### src/rtl/core/amseq_pkg.sv
// Types, constants and field positions of the move sequencer.
package amseq_pkg;

  localparam int COUNT_WIDTH = 8;
  localparam int BUS_W       = 8;
  localparam int FLAGS_W     = 4;
  localparam int PHASE_W     = 3;
  localparam int IN_TDATA_W  = 16;
  localparam int OUT_TDATA_W = 16;

  // Result word bit positions.
  localparam int OUT_LDDIR_BIT = 0;
  localparam int OUT_PHASE_LO  = 8;

  // Phase codes as they appear in the result word.
  localparam logic [PHASE_W-1:0] PH_IDLE  = 3'd0;
  localparam logic [PHASE_W-1:0] PH_INST  = 3'd1;
  localparam logic [PHASE_W-1:0] PH_RECAL = 3'd2;
  localparam logic [PHASE_W-1:0] PH_DIST  = 3'd3;
  localparam logic [PHASE_W-1:0] PH_DIR   = 3'd4;
  localparam logic [PHASE_W-1:0] PH_MOVE  = 3'd5;

  typedef enum logic [5:0] {
    S_IDLE  = 6'b000001,
    S_INST  = 6'b000010,
    S_RECAL = 6'b000100,
    S_DIST  = 6'b001000,
    S_DIR   = 6'b010000,
    S_MOVE  = 6'b100000
  } seq_state_t;

  // Counter commands from the controller.
  typedef struct packed {
    logic ld_dist;
    logic dec;
  } cnt_ctl_t;

  function automatic logic [PHASE_W-1:0] phase_code(input seq_state_t s);
    logic [PHASE_W-1:0] code;
    unique case (s)
      S_IDLE:  code = PH_IDLE;
      S_INST:  code = PH_INST;
      S_RECAL: code = PH_RECAL;
      S_DIST:  code = PH_DIST;
      S_DIR:   code = PH_DIR;
      S_MOVE:  code = PH_MOVE;
      default: code = PH_IDLE;
    endcase
    return code;
  endfunction

endpackage

### src/rtl/core/amseq_counter.sv
// Distance down counter with registered done flag.
module amseq_counter
  import amseq_pkg::*;
(
  input  logic             clk,
  input  logic             rst_n,
  input  logic             fire,
  input  cnt_ctl_t         ctl,
  input  logic [BUS_W-1:0] load_value,
  output logic             done_r,
  output logic             done_nxt,
  output logic             lsb_nxt
);

  logic [COUNT_WIDTH-1:0]       count_r;
  logic [COUNT_WIDTH-1:0]       count_nxt;
  logic [COUNT_WIDTH+BUS_W-1:0] load_ext;

  // Zero-extend, then keep the counter's width.
  assign load_ext = {{COUNT_WIDTH{1'b0}}, load_value};

  always_comb begin
    priority if (ctl.ld_dist) begin
      count_nxt = load_ext[COUNT_WIDTH-1:0];
    end else if (ctl.dec) begin
      count_nxt = count_r - COUNT_WIDTH'(1);
    end else begin
      count_nxt = count_r;
    end
  end

  assign done_nxt = (count_nxt == '0);
  assign lsb_nxt  = count_nxt[0];

  always_ff @(posedge clk) begin
    if (!rst_n) begin
      count_r <= '0;
      done_r  <= 1'b1;
    end else if (fire) begin
      count_r <= count_nxt;
      done_r  <= done_nxt;
    end
  end

endmodule

### src/rtl/core/amseq_ctrl.sv
// Sequencer state machine, instruction register and ready flag.
module amseq_ctrl
  import amseq_pkg::*;
(
  input  logic               clk,
  input  logic               rst_n,
  input  logic               fire,
  input  logic [BUS_W-1:0]   bus_value,
  input  logic               zero_switch,
  input  logic               clear_ready,
  input  logic               restart,
  input  logic               done_r,
  output cnt_ctl_t           cnt_ctl,
  output logic               load_direction,
  output logic               ready_nxt,
  output logic [FLAGS_W-1:0] flags_nxt,
  output logic [PHASE_W-1:0] phase_nxt
);

  seq_state_t         state_r;
  seq_state_t         state_nxt;
  logic [FLAGS_W-1:0] flags_r;
  logic               ready_r;
  logic               ld_inst;
  logic               set_rdy;

  always_comb begin
    state_nxt      = state_r;
    cnt_ctl        = '0;
    ld_inst        = 1'b0;
    set_rdy        = 1'b0;
    load_direction = 1'b0;
    if (restart) begin
      state_nxt = S_IDLE;
    end else begin
      unique case (state_r)
        S_IDLE: begin
          if (!ready_r) begin
            ld_inst   = 1'b1;
            state_nxt = S_INST;
          end
        end
        S_INST: begin
          priority if (flags_r[1]) begin
            set_rdy   = 1'b1;
            state_nxt = S_IDLE;
          end else if (flags_r[0]) begin
            load_direction = 1'b1;
            state_nxt      = S_RECAL;
          end else begin
            set_rdy   = 1'b1;
            state_nxt = S_DIST;
          end
        end
        S_RECAL: begin
          if (zero_switch) begin
            set_rdy   = 1'b1;
            state_nxt = S_IDLE;
          end else begin
            cnt_ctl.dec = 1'b1;
          end
        end
        S_DIST: begin
          if (!ready_r) begin
            cnt_ctl.ld_dist = 1'b1;
            state_nxt       = S_DIR;
          end
        end
        S_DIR: begin
          load_direction = 1'b1;
          state_nxt      = S_MOVE;
        end
        S_MOVE: begin
          if (done_r) begin
            set_rdy   = 1'b1;
            state_nxt = S_IDLE;
          end else begin
            cnt_ctl.dec = 1'b1;
          end
        end
        default: begin
          state_nxt = S_IDLE;
        end
      endcase
    end
  end

  // Clear wins over set.
  always_comb begin
    priority if (clear_ready) begin
      ready_nxt = 1'b0;
    end else if (set_rdy) begin
      ready_nxt = 1'b1;
    end else begin
      ready_nxt = ready_r;
    end
  end

  assign flags_nxt = ld_inst ? bus_value[FLAGS_W-1:0] : flags_r;
  assign phase_nxt = phase_code(state_nxt);

  always_ff @(posedge clk) begin
    if (!rst_n) begin
      state_r <= S_IDLE;
      flags_r <= '0;
      ready_r <= 1'b0;
    end else if (fire) begin
      state_r <= state_nxt;
      flags_r <= flags_nxt;
      ready_r <= ready_nxt;
    end
  end

endmodule

### src/rtl/core/amseq_out_buf.sv
// Output register with a skid stage for the result word.
module amseq_out_buf
  import amseq_pkg::*;
(
  input  logic                   clk,
  input  logic                   rst_n,
  input  logic                   push,
  input  logic [OUT_TDATA_W-1:0] push_data,
  output logic                   can_push,
  output logic                   out_tvalid,
  input  logic                   out_tready,
  output logic [OUT_TDATA_W-1:0] out_tdata
);

  logic                   out_valid_r;
  logic [OUT_TDATA_W-1:0] out_data_r;
  logic                   skid_valid_r;
  logic [OUT_TDATA_W-1:0] skid_data_r;
  logic                   out_free;

  assign can_push   = !skid_valid_r;
  assign out_free   = !out_valid_r || out_tready;
  assign out_tvalid = out_valid_r;
  assign out_tdata  = out_data_r;

  always_ff @(posedge clk) begin
    if (!rst_n) begin
      out_valid_r  <= 1'b0;
      skid_valid_r <= 1'b0;
    end else if (out_free) begin
      // Refill from the skid stage first; push is blocked while it is full.
      out_valid_r  <= skid_valid_r || push;
      skid_valid_r <= 1'b0;
    end else if (push) begin
      skid_valid_r <= 1'b1;
    end
  end

  always_ff @(posedge clk) begin
    if (out_free) begin
      out_data_r <= skid_valid_r ? skid_data_r : push_data;
    end
    if (!out_free && push) begin
      skid_data_r <= push_data;
    end
  end

endmodule

### src/rtl/core/axis_move_sequencer.sv
// Move sequencer top level: input unpack, controller, counter, output buffer.
// A word's result is registered at the edge that accepts it, in the output register or, on a stall, the skid word.
// Throughput: one word per cycle while in_tready is high; the state machine advances once per accepted word.
// A stalled output is absorbed by one skid word, so in_tready drops only when both are full.
// Reset (rst_n low, synchronous): state idle, count 0, done 1, flags 0, ready 0, buffer empty.
module axis_move_sequencer
  import amseq_pkg::*;
(
  input  logic                   clk,
  input  logic                   rst_n,
  input  logic                   in_tvalid,
  output logic                   in_tready,
  // [7:0] bus_value, [8] zero_switch, [9] clear_ready, [10] restart, [15:11] zero
  input  logic [IN_TDATA_W-1:0]  in_tdata,
  output logic                   out_tvalid,
  input  logic                   out_tready,
  // [0] load_direction, [1] ready_flag, [2] count_done, [3] count_lsb,
  // [4] reposition, [5] magnet_on, [6] xy_select, [7] reverse_dir,
  // [10:8] phase, [15:11] zero
  output logic [OUT_TDATA_W-1:0] out_tdata
);

  logic               fire;
  logic [BUS_W-1:0]   bus_value;
  logic               zero_switch;
  logic               clear_ready;
  logic               restart;
  cnt_ctl_t           cnt_ctl;
  logic               done_r;
  logic               done_nxt;
  logic               lsb_nxt;
  logic               load_direction;
  logic               ready_nxt;
  logic [FLAGS_W-1:0] flags_nxt;
  logic [PHASE_W-1:0] phase_nxt;
  logic [OUT_TDATA_W-1:0] result;

  // Every state update happens only on an accepted word, one tick per word.
  assign fire = in_tvalid && in_tready;

  assign bus_value   = in_tdata[BUS_W-1:0];
  assign zero_switch = in_tdata[BUS_W];
  assign clear_ready = in_tdata[BUS_W+1];
  assign restart     = in_tdata[BUS_W+2];

  amseq_ctrl u_ctrl (
    .clk            (clk),
    .rst_n          (rst_n),
    .fire           (fire),
    .bus_value      (bus_value),
    .zero_switch    (zero_switch),
    .clear_ready    (clear_ready),
    .restart        (restart),
    .done_r         (done_r),
    .cnt_ctl        (cnt_ctl),
    .load_direction (load_direction),
    .ready_nxt      (ready_nxt),
    .flags_nxt      (flags_nxt),
    .phase_nxt      (phase_nxt)
  );

  amseq_counter u_counter (
    .clk        (clk),
    .rst_n      (rst_n),
    .fire       (fire),
    .ctl        (cnt_ctl),
    .load_value (bus_value),
    .done_r     (done_r),
    .done_nxt   (done_nxt),
    .lsb_nxt    (lsb_nxt)
  );

  // Report values after the tick, except the direction strobe of this tick.
  assign result = {5'b0, phase_nxt, flags_nxt, lsb_nxt, done_nxt, ready_nxt, load_direction};

  amseq_out_buf u_out_buf (
    .clk        (clk),
    .rst_n      (rst_n),
    .push       (fire),
    .push_data  (result),
    .can_push   (in_tready),
    .out_tvalid (out_tvalid),
    .out_tready (out_tready),
    .out_tdata  (out_tdata)
  );

endmodule

### config.mk
export PLATFORM = sky130hd
export DESIGN_NAME = axis_move_sequencer
export DESIGN_NICKNAME = d
export VERILOG_FILES = /design/src/rtl/core/amseq_pkg.sv /design/src/rtl/core/amseq_counter.sv /design/src/rtl/core/amseq_ctrl.sv /design/src/rtl/core/amseq_out_buf.sv /design/src/rtl/core/axis_move_sequencer.sv
export SDC_FILE = /design/constraint.sdc
export NUM_CORES = 1
export LEC_CHECK = 0
export ABC_AREA = 1
export BUFFER_PORTS_ARGS = -buffer_cell sky130_fd_sc_hd__buf_2
export CAP_MARGIN = 20
export CELL_PAD_IN_SITES_DETAIL_PLACEMENT = 2
export CELL_PAD_IN_SITES_GLOBAL_PLACEMENT = 2
export CORE_MARGIN = 5
export CORE_UTILIZATION = 29
export DETAILED_ROUTE_END_ITERATION = 6
export PLACE_DENSITY_LB_ADDON = 0.1
export REMOVE_ABC_BUFFERS = 1
export SLEW_MARGIN = 20
export SYNTH_ARGS = -nofsm -noshare
export SYNTH_HDL_FRONTEND = slang
export SYNTH_SLANG_ARGS = --single-unit
### constraint.sdc
create_clock -name clk -period 1.6 [get_ports clk]
set_input_delay 0.32 -clock clk [delete_from_list [all_inputs] [get_ports clk]]
set_output_delay 0.32 -clock clk [all_outputs]
set_load 0.005 [all_outputs]
==> out/results.txt <==
number of diodes - 0
Mapped Area - 2340 um^2
max incr delay on CP - 0.34 ns
final hold slack - 0.286 ns
pin count of the biggest net entering global routing - 21
Req. time, crit path - 1.68 ns
Final setup viols - 17
first-pass GRT wire length - 13.2 mm
share of post-route cells with drive strength above 1 - 47.5%
largest family of logic cells by synthesized area - simple AND/OR/NAND/NOR gates
antenna-violating nets left - 0
number of global-route vias before repair - 2,568
initial core utilization - 30.0%
crit path buf inv count - 2
clock buffer depth - 2
clock root cell - clkbuf_8
final hold violations - 0
sequential-to-total area share from yosys stat - 47.0%
failing checks - setup timing
via/cell ratio - 4.86
highest clock rate - 546 MHz
drc violations - 0
CORE AREA - 7810 um^2
synthesized flop and latch total - 44
syn_area_per_cell - 7.84 um^2
WL per Instance - 17.2 um
number of port buffers - 27
cells after synthesis - 299
Hold-fix buffers, CTS - 0
max cap viols - 0
placed cells - 466
Top FF cell, synth - edfxtp_1
Synth Area in Compound Gates - 13.0%
Startpoint Class - flop
First-pass DRT Iterations - 4
post-synthesis xor/xnor area fraction - 0.747%
status - finished with violations
EDFF count, synth - 22
clk sinks - 44
CTS tree - built
row count - 32
RSZ-0062 raised after global routing - true
worst hold path class - primary input to flop
crit-path cells - nor2_4 -> buf_6 -> nand4_4 -> nand2_4 -> buf_6 -> nand4_1 -> nand3_2 -> nand2_2 -> nand2_2 -> nor2_4 -> and2_4
Synth Area in Simple Gates - 29.2%
fin nets - 407
Finished Layout Cells - 489
Placer Congestion - 0.793
Layout Skew - 0.00377 ns
Final Critical Period - 1.83 ns
Vias - 2,375
Tcrit/Tclk final - 114%
cts bufs inserted - 5
IR drop worst, VDD - 0.311 mV
Worst Path Class, Setup - flop to flop
H-tree levels - 2
most frequent cells in the layout - 53 x nand2_1, 48 x buf_4, 32 x inv_1
post-synthesis mux area share - 0%
initial antenna violation count - 0
Tot GR Track Use - 16.9%
gr ovfl total - 0
adder-cell share of the synthesized area - 0.534%
Top-Level Pins - 38
WL final - 8.44 mm
pre-CTS setup slack - -0.245 ns
delay-heaviest family, CP - simple AND/OR/NAND/NOR gates
clock slew at reported path FFs - 0.09 ns
synth warn - 0
endpoint class of the critical path - flop
async set-reset flop share out of synthesis - 0%
Die Ht - 99.9 um
library cells used by synthesis - 37
initial drt markers - 71
Die W - 99.9 um
most common cell after layout, fill and taps aside - nand2_1
die footprint - 9980 um^2
count of pins over their slew limit - 0
Worst Path Arrival - 1.91 ns
clock latency on the worst-skew pair - 0.31 ns
Max FO, Critical Path - 4
Slowest cell on crit path - dfxtp_2
DP HPWL - 5.65 mm
Leakage Power - 1.65 nW
area grow syn2layout - 51.1%
Pwr Density - 824 nW/um^2
Final Worst Setup Slack - -0.232 ns
-- final cells by class --
cell class	instances	area, um^2
clock inverter	3	42.5
timing repair buffer	89	674
tap	102	128
fill	891	4270
inverter	38	146
clock buffer	5	68.8
sequential	44	1120
multi-input combinational	208	1360
-- worst register-to-register path, stage by stage, from the launching register on --
cell,delay (ns)
dfxtp_2,0.34
nor2_4,0.13
buf_6,0.14
nand4_4,0.13
nand2_4,0.15
buf_6,0.13
nand4_1,0.11
nand3_2,0.13
nand2_2,0.08
nand2_2,0.10
nor2_4,0.04
and2_4,0.12
-- worst paths after layout --
| kind | from | endpoint | slack (ns) | depth (start not counted) |
|---|---|---|---|---|
| worst max-delay path | u_ctrl.state_r[0]$_SDFFE_PN1P_ | u_out_buf.skid_data_r[2]$_DFFE_PP_ | -0.23 | 11 |
| worst min-delay path | in_tdata[9] | u_ctrl.ready_r$_SDFFE_PN0P_ | 0.29 | 4 |
| worst max register to register | u_ctrl.state_r[0]$_SDFFE_PN1P_ | u_out_buf.skid_data_r[2]$_DFFE_PP_ | -0.23 | 11 |
| worst min register to register | u_out_buf.skid_data_r[6]$_DFFE_PP_ | u_out_buf.out_tdata[6]$_DFFE_PN_ | 0.53 | 2 |
-- per-stage QoR --
| stage | instance area, um^2 | total power [mW] | util (%) | TNS [ns] |
|---|---|---|---|---|
| floorplan | 2280 | 1.61 | - | -15.44 |
| finish | 3540 | 2.92 | 45.4 | -1.35 |
| detailed placement | 2920 | 1.86 | 37.4 | -2.49 |
| global placement | 2920 | 1.84 | 37.4 | -1.49 |
| global route | 3540 | 3.09 | 45.4 | -3.78 |
| CTS | 3310 | 2.86 | 42.5 | -1.02 |
-- cells by family after synthesis --
logic type | count (synthesis)
AND/OR/NAND/NOR | 146
AO/OA/AOI/OAI | 53
buffers and inverters | 52
flip-flops | 44
XOR/XNOR | 2
adder cells (fa/ha/maj) | 1
other | 1
-- metal layers --
| layer | GRT usage [%] | vias up | wire length, um |
|---|---|---|---|
| met5 | 0 | - | 0 |
| met4 | 5.04 | 0 | 165 |
| met3 | 2.85 | 16 | 295 |
| met2 | 30.3 | 38 | 4350 |
| met1 | 20.7 | 1174 | 3620 |
| li1 | - | 1147 | - |
-- sequential cells by signal, summed over array words and instances (netlist names) --
| register | count |
|---|---|
| u_ctrl.flags_r | 4 |
| u_out_buf.out_tvalid | 1 |
| u_counter.done_r | 1 |
| u_out_buf.skid_valid_r | 1 |
| u_ctrl.ready_r | 1 |
| u_out_buf.skid_data_r | 11 |
| u_counter.count_r | 8 |
| u_out_buf.out_tdata | 11 |
| u_ctrl.state_r | 6 |
-- synth_stat cells (all sizes together) (3+ instances only) --
master | n | area share, %
edfxtp | 22 | 28
clkbuf | 6 | 0.96
buf | 8 | 2.3
nor3 | 5 | 1.3
a31oi | 3 | 0.80
or2 | 4 | 1.1
nand4 | 5 | 1.9
dfxtp | 22 | 19
o211ai | 3 | 0.96
nand3 | 21 | 4.5
nand2 | 82 | 14
a21oi | 20 | 4.8
nor2 | 28 | 5.8
inv | 37 | 5.9
o21ai | 23 | 5.1
-- where the power goes --
group / leakage, nW / switching (mW) / internal (mW) / total (mW)
registers: 0.412 / 0.0510 / 1.27 / 1.32
logic: 1.18 / 0.395 / 0.305 / 0.700
clock network: 0.0558 / 0.431 / 0.463 / 0.894
total: 1.65 / 0.877 / 2.04 / 2.92
-- repair_timing --
| action | CTS | global route |
|---|---|---|
| pin swaps | 25 | 26 |
| buffers inserted | 13 | 4 |
| setup endpoints to repair | 28 | 34 |
| gates cloned | 1 | 0 |
| gates resized for setup | 62 | 49 |
(Power assumes the default switching activity.)
